--- config.mk ---
export PLATFORM = sky130hd
export DESIGN_NAME = texture_descriptor_decode_core
export DESIGN_NICKNAME = d
export VERILOG_FILES = /design/src/rtl/core/tdd_pkg.sv /design/src/rtl/core/texture_descriptor_decode_core.sv /design/src/rtl/core/tdd_decode.sv /design/src/rtl/core/tdd_classify.sv /design/src/rtl/core/tdd_div_stage.sv
export VERILOG_INCLUDE_DIRS = /design/src /design/src/rtl/core
export SDC_FILE = /design/constraint.sdc
export NUM_CORES = 1
export LEC_CHECK = 0
export CAP_MARGIN = 5
export CORE_ASPECT_RATIO = 0.8
export CORE_UTILIZATION = 50
export DETAILED_ROUTE_END_ITERATION = 10
export DONT_BUFFER_PORTS = 1
export GPL_ROUTABILITY_DRIVEN = 0
export GPL_TIMING_DRIVEN = 0
export PLACE_DENSITY_LB_ADDON = 0.3
export SLEW_MARGIN = 20
export SYNTH_ARGS = -nofsm -noshare
export SYNTH_HDL_FRONTEND = slang
export SYNTH_HIERARCHICAL = 1
export SYNTH_SLANG_ARGS = --single-unit
--- constraint.sdc ---
create_clock -name clk -period 10.9 [get_ports clk]
set_clock_uncertainty 0.05 [all_clocks]
set_input_delay 2.18 -clock clk [delete_from_list [all_inputs] [get_ports clk]]
set_output_delay 2.18 -clock clk [all_outputs]
set_load 0.01 [all_outputs]
--- src/rtl/core/texture_descriptor_decode_core_macros.svh ---
// Assertion helpers for the texture descriptor decode core.
// The clock is clk and the reset is arst_n in every module that uses them.
`ifndef TEXTURE_DESCRIPTOR_DECODE_CORE_MACROS_SVH
`define TEXTURE_DESCRIPTOR_DECODE_CORE_MACROS_SVH

`ifndef SYNTH

// Same-cycle implication.
`define TDD_ASSERT(label, ante, cons, msg) \
	label: assert property (@(posedge clk) disable iff (!arst_n) (ante) |-> (cons)) \
		else $error(msg);

// Next-cycle implication.
`define TDD_ASSERT_NEXT(label, ante, cons, msg) \
	label: assert property (@(posedge clk) disable iff (!arst_n) (ante) |=> (cons)) \
		else $error(msg);

`else

`define TDD_ASSERT(label, ante, cons, msg)
`define TDD_ASSERT_NEXT(label, ante, cons, msg)

`endif

`endif

--- src/rtl/core/tdd_pkg.sv ---
`timescale 1ns / 1ps

package tdd_pkg;

	// Video memory size in bytes (power of two).
	localparam int VIDEO_MEMORY_BYTES = 8388608;

	localparam int SA_W    = 24;                 // data address width
	localparam int REM_W   = SA_W - 1;           // room >> 2 at most
	localparam int QUO_W   = 10;                 // rows in a clipped texture stay below 1024
	localparam int MULT_W  = 5;                  // stride units
	localparam int SHIFT_W = 4;
	localparam int DSH_W   = MULT_W + QUO_W - 1;
	localparam int PROD_W  = QUO_W + MULT_W;
	localparam int SCALED_W = PROD_W + (2 ** SHIFT_W) - 1;

	localparam int DIV_STAGES = 5;
	localparam int DIV_STEPS  = QUO_W / DIV_STAGES;

	localparam logic [SA_W-1:0] VMEM_MASK = SA_W'(VIDEO_MEMORY_BYTES - 1);
	localparam logic [SA_W:0]   VMEM      = (SA_W + 1)'(VIDEO_MEMORY_BYTES);

	// Configuration port
	localparam int PADDR_W = 3;
	localparam logic [PADDR_W-3:0] REG_STRIDE_UNITS = '0;

	// Pixel formats
	localparam logic [2:0] FMT_ARGB1555 = 3'd0;
	localparam logic [2:0] FMT_RGB565   = 3'd1;
	localparam logic [2:0] FMT_ARGB4444 = 3'd2;
	localparam logic [2:0] FMT_YUV422   = 3'd3;
	localparam logic [2:0] FMT_BUMP     = 3'd4;
	localparam logic [2:0] FMT_PAL4     = 3'd5;
	localparam logic [2:0] FMT_PAL8     = 3'd6;
	localparam logic [2:0] FMT_RESERVED = 3'd7;

	// log2 of bits per pixel
	localparam logic [2:0] PIX_LOG2_4  = 3'd2;
	localparam logic [2:0] PIX_LOG2_8  = 3'd3;
	localparam logic [2:0] PIX_LOG2_16 = 3'd4;

	// Converter path bits
	localparam int PATH_PLANAR   = 0;
	localparam int PATH_TWIDDLED = 1;
	localparam int PATH_VQ       = 2;

	// Top mip level offset by width code
	localparam logic [16:0] MIP_OFFSET [8] = '{
		17'h00006, 17'h00016, 17'h00056, 17'h00156,
		17'h00556, 17'h01556, 17'h05556, 17'h15556
	};

	typedef enum logic [1:0] {
		KIND_PLANAR   = 2'd0,
		KIND_TWIDDLED = 2'd1,
		KIND_VQ       = 2'd2
	} kind_t;

	typedef enum logic [1:0] {
		STAT_OK          = 2'd0,
		STAT_UNSUPPORTED = 2'd1,
		STAT_INVALID     = 2'd2
	} status_t;

	typedef struct packed {
		logic [10:0]     width;
		logic [10:0]     height;
		logic [22:0]     base_address;
		logic [SA_W-1:0] data_address;
		logic [22:0]     table_pointer;
		logic [10:0]     row_stride;
		kind_t           kind;
		logic [4:0]      pixel_bits;
	} tdd_desc_t;

	typedef struct packed {
		tdd_desc_t          desc;
		logic               ok;
		logic [21:0]        size;
		logic [MULT_W-1:0]  mult;
		logic [SHIFT_W-1:0] shift;
	} tdd_dec_t;

	typedef struct packed {
		tdd_desc_t          desc;
		status_t            status;
		logic [21:0]        byte_size;
		logic [10:0]        rows_read;
		logic               clip;
		logic [MULT_W-1:0]  mult;
		logic [SHIFT_W-1:0] shift;
	} tdd_item_t;

	typedef struct packed {
		logic [REM_W-1:0] rem;
		logic [DSH_W-1:0] dsh;
		logic [QUO_W-1:0] quo;
	} tdd_div_t;

	function automatic logic [2:0] pix_log2(input logic [2:0] fmt);
		logic [2:0] lb;
		case (fmt)
			FMT_PAL4: lb = PIX_LOG2_4;
			FMT_PAL8: lb = PIX_LOG2_8;
			default:  lb = PIX_LOG2_16;
		endcase
		return lb;
	endfunction

	// {vq, twiddled, planar}
	function automatic logic [2:0] fmt_paths(input logic [2:0] fmt);
		logic [2:0] p;
		case (fmt)
			FMT_BUMP:           p = 3'b000;
			FMT_PAL4, FMT_PAL8: p = 3'b010;
			default:            p = 3'b111;
		endcase
		return p;
	endfunction

endpackage

--- src/rtl/core/texture_descriptor_decode_core.sv ---
`timescale 1ns / 1ps
//  channel   direction  handshake                 payload
//  in        request    in_valid / in_stall       descriptor fields, one port each
//  out       result     out_valid / out_stall     decoded texture fields, one port each
//  apb       config     psel penable pwrite pready stride_units at byte address 0
//
//  Takes one request per cycle unless in_stall is high; a request passes through
//  decode, range check, five divider stages (two quotient bits each) and the
//  output register.
//  Reset clears every stage valid bit and stride_units; payload registers are not reset.
//  An empty stage takes new data even while later stages stall, so bubbles close up
//  and in_stall rises only when all eight stages hold a request and out_stall is high.

`include "texture_descriptor_decode_core_macros.svh"

module texture_descriptor_decode_core (
	input  logic        clk,
	input  logic        arst_n,

	// request channel
	input  logic        in_valid,
	output logic        in_stall,
	input  logic [2:0]  size_code_u,
	input  logic [2:0]  size_code_v,
	input  logic [20:0] texture_address,
	input  logic [2:0]  pixel_format,
	input  logic        planar_order,
	input  logic        vq_compressed,
	input  logic        mipmapped,
	input  logic        stride_select,
	input  logic [5:0]  palette_select,

	// result channel
	output logic        out_valid,
	input  logic        out_stall,
	output logic [10:0] width,
	output logic [10:0] height,
	output logic [22:0] base_address,
	output logic [23:0] data_address,
	output logic [22:0] table_pointer,
	output logic [10:0] row_stride,
	output logic [21:0] byte_size,
	output logic [10:0] rows_read,
	output logic [1:0]  converter_kind,
	output logic [4:0]  pixel_bits,
	output logic [1:0]  status,

	// configuration port
	input  logic        psel,
	input  logic        penable,
	input  logic        pwrite,
	input  logic [2:0]  paddr,
	input  logic [31:0] pwdata,
	output logic [31:0] prdata,
	output logic        pready
);
	import tdd_pkg::*;

	localparam int NSTAGE = DIV_STAGES + 3;

	logic              cfg_write;
	logic [4:0]        stride_units_q;

	logic [NSTAGE-1:0] load;
	logic [NSTAGE-1:0] stage_valid;

	logic              valid_s1;
	tdd_dec_t          dec_s1;

	logic [DIV_STAGES:0] dv;
	tdd_item_t           di [DIV_STAGES+1];
	tdd_div_t            dd [DIV_STAGES+1];

	logic [PROD_W-1:0]   scaled;
	logic [SCALED_W-1:0] scaled_sh;
	tdd_item_t           fin;

	logic      valid_s8;
	tdd_item_t res_s8;

	// ---------------------------------------------------------------------
	// Configuration register
	// ---------------------------------------------------------------------
	assign pready    = 1'b1;
	assign cfg_write = psel && penable && pwrite && pready;

	always_ff @(posedge clk or negedge arst_n) begin
		if (!arst_n) begin
			stride_units_q <= '0;
		end else if (cfg_write && paddr[PADDR_W-1:2] == REG_STRIDE_UNITS) begin
			stride_units_q <= pwdata[4:0];
		end
	end

	always_comb begin
		prdata = '0;
		if (paddr[PADDR_W-1:2] == REG_STRIDE_UNITS) begin
			prdata = 32'(stride_units_q);
		end
	end

	// ---------------------------------------------------------------------
	// Stage advance: a stage loads when it is empty or its successor loads
	// ---------------------------------------------------------------------
	assign stage_valid = {valid_s8, dv, valid_s1};

	always_comb begin
		load[NSTAGE-1] = !valid_s8 || !out_stall;
		for (int k = NSTAGE - 2; k >= 0; k--) begin
			load[k] = !stage_valid[k] || load[k+1];
		end
	end

	assign in_stall = !load[0];

	// ---------------------------------------------------------------------
	// Stage 1: decode sizes, addresses, formats and converter path
	// ---------------------------------------------------------------------
	tdd_decode u_decode (
		.clk             (clk),
		.arst_n          (arst_n),
		.load            (load[0]),
		.up_valid        (in_valid),
		.size_code_u     (size_code_u),
		.size_code_v     (size_code_v),
		.texture_address (texture_address),
		.pixel_format    (pixel_format),
		.planar_order    (planar_order),
		.vq_compressed   (vq_compressed),
		.mipmapped       (mipmapped),
		.stride_select   (stride_select),
		.palette_select  (palette_select),
		.stride_units    (stride_units_q),
		.dn_valid        (valid_s1),
		.dn_dec          (dec_s1)
	);

	// ---------------------------------------------------------------------
	// Stage 2: status, memory range check, divider setup
	// ---------------------------------------------------------------------
	tdd_classify u_classify (
		.clk      (clk),
		.arst_n   (arst_n),
		.load     (load[1]),
		.up_valid (valid_s1),
		.up_dec   (dec_s1),
		.dn_valid (dv[0]),
		.dn_item  (di[0]),
		.dn_div   (dd[0])
	);

	// ---------------------------------------------------------------------
	// Stages 3..7: rows that fit, by restoring division over the stride
	// ---------------------------------------------------------------------
	for (genvar g = 0; g < DIV_STAGES; g++) begin : g_div
		tdd_div_stage u_stage (
			.clk      (clk),
			.arst_n   (arst_n),
			.load     (load[g+2]),
			.up_valid (dv[g]),
			.up_item  (di[g]),
			.up_div   (dd[g]),
			.dn_valid (dv[g+1]),
			.dn_item  (di[g+1]),
			.dn_div   (dd[g+1])
		);
	end

	// ---------------------------------------------------------------------
	// Stage 8: rebuild the byte size of a clipped texture, output register
	// ---------------------------------------------------------------------
	always_comb begin
		fin       = di[DIV_STAGES];
		scaled    = PROD_W'(dd[DIV_STAGES].quo) * PROD_W'(di[DIV_STAGES].mult);
		scaled_sh = SCALED_W'(scaled) << di[DIV_STAGES].shift;
		if (fin.clip) begin
			fin.rows_read = 11'(dd[DIV_STAGES].quo);
			fin.byte_size = 22'(scaled_sh);
		end
	end

	always_ff @(posedge clk or negedge arst_n) begin
		if (!arst_n) begin
			valid_s8 <= 1'b0;
		end else if (load[NSTAGE-1]) begin
			valid_s8 <= dv[DIV_STAGES];
		end
	end

	always_ff @(posedge clk) begin
		if (load[NSTAGE-1] && dv[DIV_STAGES]) begin
			res_s8 <= fin;
		end
	end

	assign out_valid      = valid_s8;
	assign width          = res_s8.desc.width;
	assign height         = res_s8.desc.height;
	assign base_address   = res_s8.desc.base_address;
	assign data_address   = res_s8.desc.data_address;
	assign table_pointer  = res_s8.desc.table_pointer;
	assign row_stride     = res_s8.desc.row_stride;
	assign byte_size      = res_s8.byte_size;
	assign rows_read      = res_s8.rows_read;
	assign converter_kind = res_s8.desc.kind;
	assign pixel_bits     = res_s8.desc.pixel_bits;
	assign status         = res_s8.status;

	// ---------------------------------------------------------------------
	// Assertions
	// ---------------------------------------------------------------------
	`TDD_ASSERT(a_stall_only_full, in_stall, &stage_valid, "request stalled with a free stage")
	`TDD_ASSERT(a_unsup_empty, out_valid && status == STAT_UNSUPPORTED, byte_size == '0 && rows_read == '0, "unsupported result reads memory")
	`TDD_ASSERT(a_read_in_memory, out_valid && status == STAT_OK, 25'(data_address) + 25'(byte_size) <= VMEM, "read runs past video memory")
	`TDD_ASSERT(a_rows_bound, out_valid, rows_read <= height, "more rows than the texture height")

endmodule

--- src/rtl/core/tdd_decode.sv ---
`timescale 1ns / 1ps

module tdd_decode (
	input  logic             clk,
	input  logic             arst_n,
	input  logic             load,
	input  logic             up_valid,
	input  logic [2:0]       size_code_u,
	input  logic [2:0]       size_code_v,
	input  logic [20:0]      texture_address,
	input  logic [2:0]       pixel_format,
	input  logic             planar_order,
	input  logic             vq_compressed,
	input  logic             mipmapped,
	input  logic             stride_select,
	input  logic [5:0]       palette_select,
	input  logic [4:0]       stride_units,
	output logic             dn_valid,
	output tdd_pkg::tdd_dec_t dn_dec
);
	import tdd_pkg::*;

	logic [2:0]         lb;
	logic [2:0]         paths;
	logic [10:0]        w;
	logic [10:0]        stride;
	logic [19:0]        mip_add;
	logic [SHIFT_W-1:0] size_sh;
	tdd_dec_t           dec;

	logic     valid_s1;
	tdd_dec_t dec_s1;

	always_comb begin
		lb      = pix_log2(pixel_format);
		paths   = fmt_paths(pixel_format);
		w       = 11'(11'd8 << size_code_u);
		size_sh = SHIFT_W'(size_code_v) + SHIFT_W'(lb);
		stride  = w;
		mip_add = '0;

		dec.desc.width        = w;
		dec.desc.height       = 11'(11'd8 << size_code_v);
		dec.desc.pixel_bits   = 5'(5'd1 << lb);
		dec.desc.base_address = 23'({texture_address, 3'b000} & VMEM_MASK);

		// palette index, or codebook at base for VQ
		dec.desc.table_pointer = '0;
		if (lb == PIX_LOG2_4) begin
			dec.desc.table_pointer = 23'({palette_select, 4'b0000});
		end else if (lb == PIX_LOG2_8) begin
			dec.desc.table_pointer = 23'({palette_select[5:4], 8'h00});
		end
		if (vq_compressed) begin
			dec.desc.table_pointer = dec.desc.base_address;
		end

		if (planar_order) begin
			dec.desc.kind = KIND_PLANAR;
			dec.ok        = paths[PATH_PLANAR];
			if (stride_select) begin
				stride = 11'({stride_units, 5'b00000});
			end
			dec.size = 22'(stride) << size_sh;
		end else if (vq_compressed) begin
			dec.desc.kind = KIND_VQ;
			dec.ok        = paths[PATH_VQ];
			if (mipmapped) begin
				mip_add = 20'(MIP_OFFSET[size_code_u]);
			end
			dec.size = 22'(w) << size_code_v;
		end else begin
			dec.desc.kind = KIND_TWIDDLED;
			dec.ok        = paths[PATH_TWIDDLED];
			if (mipmapped) begin
				mip_add = 20'(MIP_OFFSET[size_code_u]) << (lb - 3'd1);
			end
			dec.size = 22'(w) << size_sh;
		end

		dec.desc.row_stride   = stride;
		dec.desc.data_address = SA_W'(dec.desc.base_address) + SA_W'(mip_add);

		// rows = (room >> shift) / mult, size = (rows * mult) << shift
		if (planar_order && stride_select) begin
			dec.mult  = stride_units;
			dec.shift = SHIFT_W'(lb) + SHIFT_W'(2);
		end else begin
			dec.mult  = MULT_W'(1);
			dec.shift = SHIFT_W'(size_code_u) + SHIFT_W'(lb);
		end
	end

	always_ff @(posedge clk or negedge arst_n) begin
		if (!arst_n) begin
			valid_s1 <= 1'b0;
		end else if (load) begin
			valid_s1 <= up_valid;
		end
	end

	always_ff @(posedge clk) begin
		if (load && up_valid) begin
			dec_s1 <= dec;
		end
	end

	assign dn_valid = valid_s1;
	assign dn_dec   = dec_s1;

endmodule

--- src/rtl/core/tdd_classify.sv ---
`timescale 1ns / 1ps

module tdd_classify (
	input  logic               clk,
	input  logic               arst_n,
	input  logic               load,
	input  logic               up_valid,
	input  tdd_pkg::tdd_dec_t  up_dec,
	output logic               dn_valid,
	output tdd_pkg::tdd_item_t dn_item,
	output tdd_pkg::tdd_div_t  dn_div
);
	import tdd_pkg::*;

	logic [SA_W:0] sa_ext;
	logic [SA_W:0] end_addr;
	logic [SA_W:0] room;
	tdd_item_t     item;
	tdd_div_t      div;

	logic      valid_s2;
	tdd_item_t item_s2;
	tdd_div_t  div_s2;

	always_comb begin
		sa_ext   = {1'b0, up_dec.desc.data_address};
		end_addr = sa_ext + (SA_W + 1)'(up_dec.size);
		room     = VMEM - sa_ext;

		item.desc      = up_dec.desc;
		item.mult      = up_dec.mult;
		item.shift     = up_dec.shift;
		item.status    = STAT_OK;
		item.byte_size = up_dec.size;
		item.rows_read = up_dec.desc.height;
		item.clip      = 1'b0;

		if (!up_dec.ok) begin
			item.status    = STAT_UNSUPPORTED;
			item.byte_size = '0;
			item.rows_read = '0;
		end else if (up_dec.size == '0) begin
			// planar stride of zero
			item.status    = STAT_INVALID;
			item.byte_size = 22'd4;
			item.rows_read = '0;
		end else if (sa_ext > VMEM) begin
			item.status    = STAT_INVALID;
			item.byte_size = '0;
			item.rows_read = '0;
		end else if (end_addr > VMEM) begin
			item.clip = 1'b1;
		end

		// divider start: dividend is the room in stride-sized units
		div.rem = REM_W'(room >> up_dec.shift);
		div.dsh = DSH_W'(up_dec.mult) << (QUO_W - 1);
		div.quo = '0;
	end

	always_ff @(posedge clk or negedge arst_n) begin
		if (!arst_n) begin
			valid_s2 <= 1'b0;
		end else if (load) begin
			valid_s2 <= up_valid;
		end
	end

	always_ff @(posedge clk) begin
		if (load && up_valid) begin
			item_s2 <= item;
			div_s2  <= div;
		end
	end

	assign dn_valid = valid_s2;
	assign dn_item  = item_s2;
	assign dn_div   = div_s2;

endmodule

--- src/rtl/core/tdd_div_stage.sv ---
`timescale 1ns / 1ps

module tdd_div_stage (
	input  logic               clk,
	input  logic               arst_n,
	input  logic               load,
	input  logic               up_valid,
	input  tdd_pkg::tdd_item_t up_item,
	input  tdd_pkg::tdd_div_t  up_div,
	output logic               dn_valid,
	output tdd_pkg::tdd_item_t dn_item,
	output tdd_pkg::tdd_div_t  dn_div
);
	import tdd_pkg::*;

	logic     ge;
	tdd_div_t step;

	// one stage of the divider chain
	logic      valid_sn;
	tdd_item_t item_sn;
	tdd_div_t  div_sn;

	// restoring division, DIV_STEPS quotient bits per stage
	always_comb begin
		step = up_div;
		ge   = 1'b0;
		for (int i = 0; i < DIV_STEPS; i++) begin
			ge = (step.rem >= REM_W'(step.dsh));
			if (ge) begin
				step.rem = step.rem - REM_W'(step.dsh);
			end
			step.quo = {step.quo[QUO_W-2:0], ge};
			step.dsh = step.dsh >> 1;
		end
	end

	always_ff @(posedge clk or negedge arst_n) begin
		if (!arst_n) begin
			valid_sn <= 1'b0;
		end else if (load) begin
			valid_sn <= up_valid;
		end
	end

	always_ff @(posedge clk) begin
		if (load && up_valid) begin
			item_sn <= up_item;
			div_sn  <= step;
		end
	end

	assign dn_valid = valid_sn;
	assign dn_item  = item_sn;
	assign dn_div   = div_sn;

endmodule
# Yosys cells after proc, flatten, opt, wreduce, memory -nomap -nowiden
# Memory sizes are Yosys's and may differ from the RTL's.
# Index checks and enable logic that the tools add are counted.
dict set report op_classes {
  add_sub_neg 16
  shift 9
  n_reduce_logical 34
  n_mul 1
  muxes 32
  bitwise_logic 3
  order_cmp 13
  eq_ne 5
}
# op count
set op_table {}
lappend op_table {{23-bit two-way mux} 13}
lappend op_table {{35-bit two-way mux} 2}
lappend op_table {{20-bit two-way mux} 3}
lappend op_table {{17-bit two-way mux} 3}
lappend op_table {{11-bit by 4-bit << shifter with 22-bit output} 2}
lappend op_table {{11-bit two-way mux} 3}
lappend op_table {{33-bit two-way mux} 1}
lappend op_table {{24-bit by 22-bit adder with 25-bit output} 1}
lappend op_table {{25-bit by 24-bit > comparator with 1-bit output, second input constant} 1}
lappend op_table {{25-bit by 4-bit right shift with 23-bit output} 1}
lappend op_table {{24-bit by 24-bit subtractor with 25-bit output, first input constant} 1}
lappend op_table {{23-bit by 20-bit adder with 24-bit output} 1}
lappend op_table {{24-bit > comparator, second input constant} 1}
lappend op_table {{23-bit by 10-bit >= comparator with 1-bit output} 1}
lappend op_table {{23-bit by 11-bit >= comparator with 1-bit output} 1}
lappend op_table {{23-bit by 12-bit >= comparator with 1-bit output} 1}
lappend op_table {{23-bit by 13-bit >= comparator with 1-bit output} 1}
lappend op_table {{23-bit by 14-bit >= comparator with 1-bit output} 1}
lappend op_table {{23-bit by 5-bit >= comparator with 1-bit output} 1}
lappend op_table {{23-bit by 6-bit >= comparator with 1-bit output} 1}
lappend op_table {{23-bit by 7-bit >= comparator with 1-bit output} 1}
lappend op_table {{23-bit by 8-bit >= comparator with 1-bit output} 1}
lappend op_table {{23-bit by 9-bit >= comparator with 1-bit output} 1}
lappend op_table {{23-bit by 10-bit subtractor with 23-bit output} 1}
lappend op_table {{other kinds (34)} 69}
dict set report word_totals {
  memories 1
  rom_bits 136
  inputBits 82
  ff_bits 1351
  word_cells 243
  out_inout_bits 180
}
# memory words word_bits read_ports rd_ports_with_merged_regs wr line_no
set memory_table {}
lappend memory_table {{(name not given)} 8 17 1 0 0 tdd_decode.sv:69} ;# mip_add = 20'(MIP_OFFSET[size_code_u]);

# Logic depth before layout (Yosys ltp)
dict set report logic_depth {
  ltp_word 10
  depth_mapped 26
  ltp_nobuf 21
}

# Hierarchy
# Netlist, hierarchy kept.
# mod area_per_inst_um2 seq_area_each_um2 n_inst cells_per_inst
set by_module_without_submodules {}
lappend by_module_without_submodules {{tdd_div_stage (g_div[3].u_stage ...)} 8466.9 6030.8 2 551}
lappend by_module_without_submodules {{tdd_div_stage (g_div[0].u_stage ...)} 8212.9 6030.8 2 522}
lappend by_module_without_submodules {tdd_classify 8916.1 5370.2 1 725}
lappend by_module_without_submodules {{tdd_div_stage (g_div[2].u_stage)} 8353.0 6030.8 1 526}
lappend by_module_without_submodules {texture_descriptor_decode_core 7713.6 4504.3 1 580}
lappend by_module_without_submodules {tdd_decode 6839.1 3688.5 1 619}

# Worst setup path before layout
# No wires, ideal clock.
dict set report synth_timing {
  path_type {input to register}
  from {in out_stall}
  to {reg, netlist name base_address[0]}
  t_arrival_ns 12.609
  setup_time_ns 0.872
  path_slack_ns -2.630
  n_path_buf 0
  required_time_ns 9.978
  path_stages 1
  cell_sequence {a21boi_0}
}
# element line_no
set synth_rtl {}
lappend synth_rtl {{start: declaration} texture_descriptor_decode_core.sv:35} ;# input logic out_stall,

==> results.yml <==
finish:
  multi_input_area_um2: 18780
  post-route-util_pct: 56.69
  area_delta_synth_final_pct: 11.82
  regArea_um2: 42070
  drive_gt1_share_pct: 11.30
  fill_cells: 9514
  postLayoutCellArea_um2: 70070
  nets: 4969
clock_tree:
  cts-htree-levels: 4
  tritoncts: "built"
  cts-root-buf: "clkbuf_16"
  cts.repair.resized: 0
  postCtsSetupBuffers: 0
  clk-insertion-delay-late_ns: 0.78
  clk_path_buf_depth: 3
  cts_buffers: 132
  cts_sinks: 1403
  path_clk_slew_ns: 0.06
  holdBufCountCts: 0
sta:
  fin_tns_setup_ns: 0
  hold-worst-slack_ns: 0.3312
  rsz0062_at_grt: "no"
  fmax_mhz: 146.3
  worstMarginPinSlew_ns: 0.9810
  layout_min_cycle_time_ns: 6.835
  fin_crit_sh_pct: 62.70
  relSlewSlack_pct: 34.10
  maxSlewViolCount: 0
  hold_viol: 0
  setup_viol: 0
global_route:
  grt_util_met3_pct: 4.799
  antenna_found_initial: 2
  grt_overflow: 0
  grt_max_degree: 56
  grt_pass1_vias: 34770
  grtUsageMet1_pct: 30.24
  grtUsageTotal_pct: 20.46
  grt_pass1_wl_um: 200500
  grt.met2_usage_pct: 30.07
  busiest_layer: "met1"
floorplanning:
  die_width_um: 397.8
  ioPinCount: 262
  dieArea_um2: 126800
  rows: 115
  die_height_um: 318.6
  start_util_pct: 50.70
  core_um2: 123600
route:
  dr_total_vias: 36460
  wl_per_cell_um: 20.47
  wl_um: 130700
  ant_nets: 0
  viasPerCell: 5.712
  drc: 0
  drt_first_pass_iters: 8
  drtIter0Drc: 3540
logic_synthesis:
  yosysWarningCount: 6
  syn_inst: 4421
  synthesis.area_um2: 62670
  syn_avg_cell_area_um2: 14.17
placed_design:
  portBuffers: 0
  dp_hpwl_um: 94130
  post_dp_cell_area_um2: 65840
critical_path:
  worstSetupPathType: "register to register"
  crit_chain: "inv_1 -> ha_1 -> clkbuf_1 -> nand4_1 -> or4_1 -> or2_0 -> and4_4 -> buf_6 -> clkbuf_1 -> inv_1 -> clkbuf_1 -> nor2_1 -> a21oi_1 -> ha_1 -> a21oi_1 -> o21ai_0 -> a21oi_1 -> o21ai_0 -> a21oi_1 -> nand3_1 -> nor4_4 -> buf_6 -> nor2_1 -> mux2_2"
  cp_common_cell: "a21oi_1"
  crit_end: "g_div[0].u_stage/dn_div[42]"
  ff2ff_setup_slack_ns: 4.07
  crit_fanout: 10
  cp.required_ns: 11.32
  r2r_end: "g_div[0].u_stage/dn_div[42]"
  cp-end-kind: "register"
  cp-startpoint: "u_classify/dn_item[4]"
  start_kind: "register"
  max_stage_delay_ns: 0.65
  timing.rr.start: "u_classify/dn_item[4]"
  reg2regPathDepth: 24
  cp_slowest_cell: "nor4_4"
  critPathArrivalTime_ns: 7.26
status:
  status: "finished clean"
pwr:
  power_uw: 17890
  p_per_area_nw_per_um2: 255.3
  peakVddDrop_mv: 0.2275
  power.leakage_uw: 0.02542
job:
  maxCapViolations: 0
min_path:
  hold_class: "register to register"
-- cell usage in the layout (no fill, tap or decap), types with 69 or more instances in the layout --
master,instances
o21ai_0,166
mux2_2,69
nand3_1,71
and2_1,72
ha_1,204
nor2_1,248
nor3_1,92
xnor2_1,113
clkbuf_1,116
buf_4,71
edfxtp_1,1390
a21oi_1,251
nand2_1,263
inv_1,208
clkbuf_16,136
-- registers in the layout, indices dropped and copies added, names as in the netlist, 22 cells and up --
| register | cells |
|---|---|
| table_pointer | 23 |
| base_address | 23 |
| g_div.u_stage/dn_item | 775 |
| u_decode/dn_dec | 122 |
| byte_size | 22 |
| data_address | 24 |
| u_classify/dn_item | 155 |
| u_classify/dn_div | 23 |
| g_div.u_stage/dn_div | 170 |
-- worst min path at each step --
stage	start	endpoint	cells after the start
finish	g_div[2].u_stage/dn_item[96]	g_div[3].u_stage/dn_item[96]	0
global route	g_div[2].u_stage/dn_item[96]	g_div[3].u_stage/dn_item[96]	0
CTS	g_div[3].u_stage/dn_item[19]	g_div[4].u_stage/dn_item[19]	0
detailed placement	g_div[4].u_stage/dn_item[121]	base_address[11]	0
global placement	g_div[3].u_stage/dn_item[75]	g_div[4].u_stage/dn_item[75]	0
floorplan	g_div[4].u_stage/dn_item[110]	base_address[0]	0
-- routing by layer --
layer,vias up,share of wire [%]
met4,2,2.1
li1,17140,-
met3,209,8.2
met2,1402,44
met1,17710,46
met5,-,0.0084
-- critical path, delay by kind of cell, from the launching register on --
family          cells  cell delay (ns)
fa+ha+maj           2             0.59
simple gates        8             2.31
buf+inv             7             1.74
mux                 1             0.27
flops               1             0.42
compound gates      6             1.19
-- layout make-up --
| type | instances | share of cell area, % |
|---|---|---|
| Sequential cell | 1403 | 60.03 |
| Tap cell | 1638 | 2.925 |
| Buffer | 221 | 1.798 |
| Clock buffer | 158 | 4.989 |
| Timing Repair Buffer | 33 | 1.253 |
| Antenna cell | 1 | 0.003571 |
| Clock inverter | 74 | 1.052 |
| Multi-Input combinational cell | 2640 | 26.80 |
| Inverter | 215 | 1.152 |
-- power by group --
part           total (uW)  internal (uW)  switching [uW]  leakage (uW)
sequential           7390           6950             445        0.0137
combinational        6070           2530            3550       0.00967
clock                4430           2450            1980       0.00205
-- stage by stage --
step | setup WS, ns | cells
CTS | 4.154 | 6382
detailed placement | 4.193 | 6150
finish | 4.065 | 6383
floorplan | 1.481 | 4479
global placement | -2.878 | 6117
global route | 3.432 | 6382
Power figures use the tool's default switching activity.
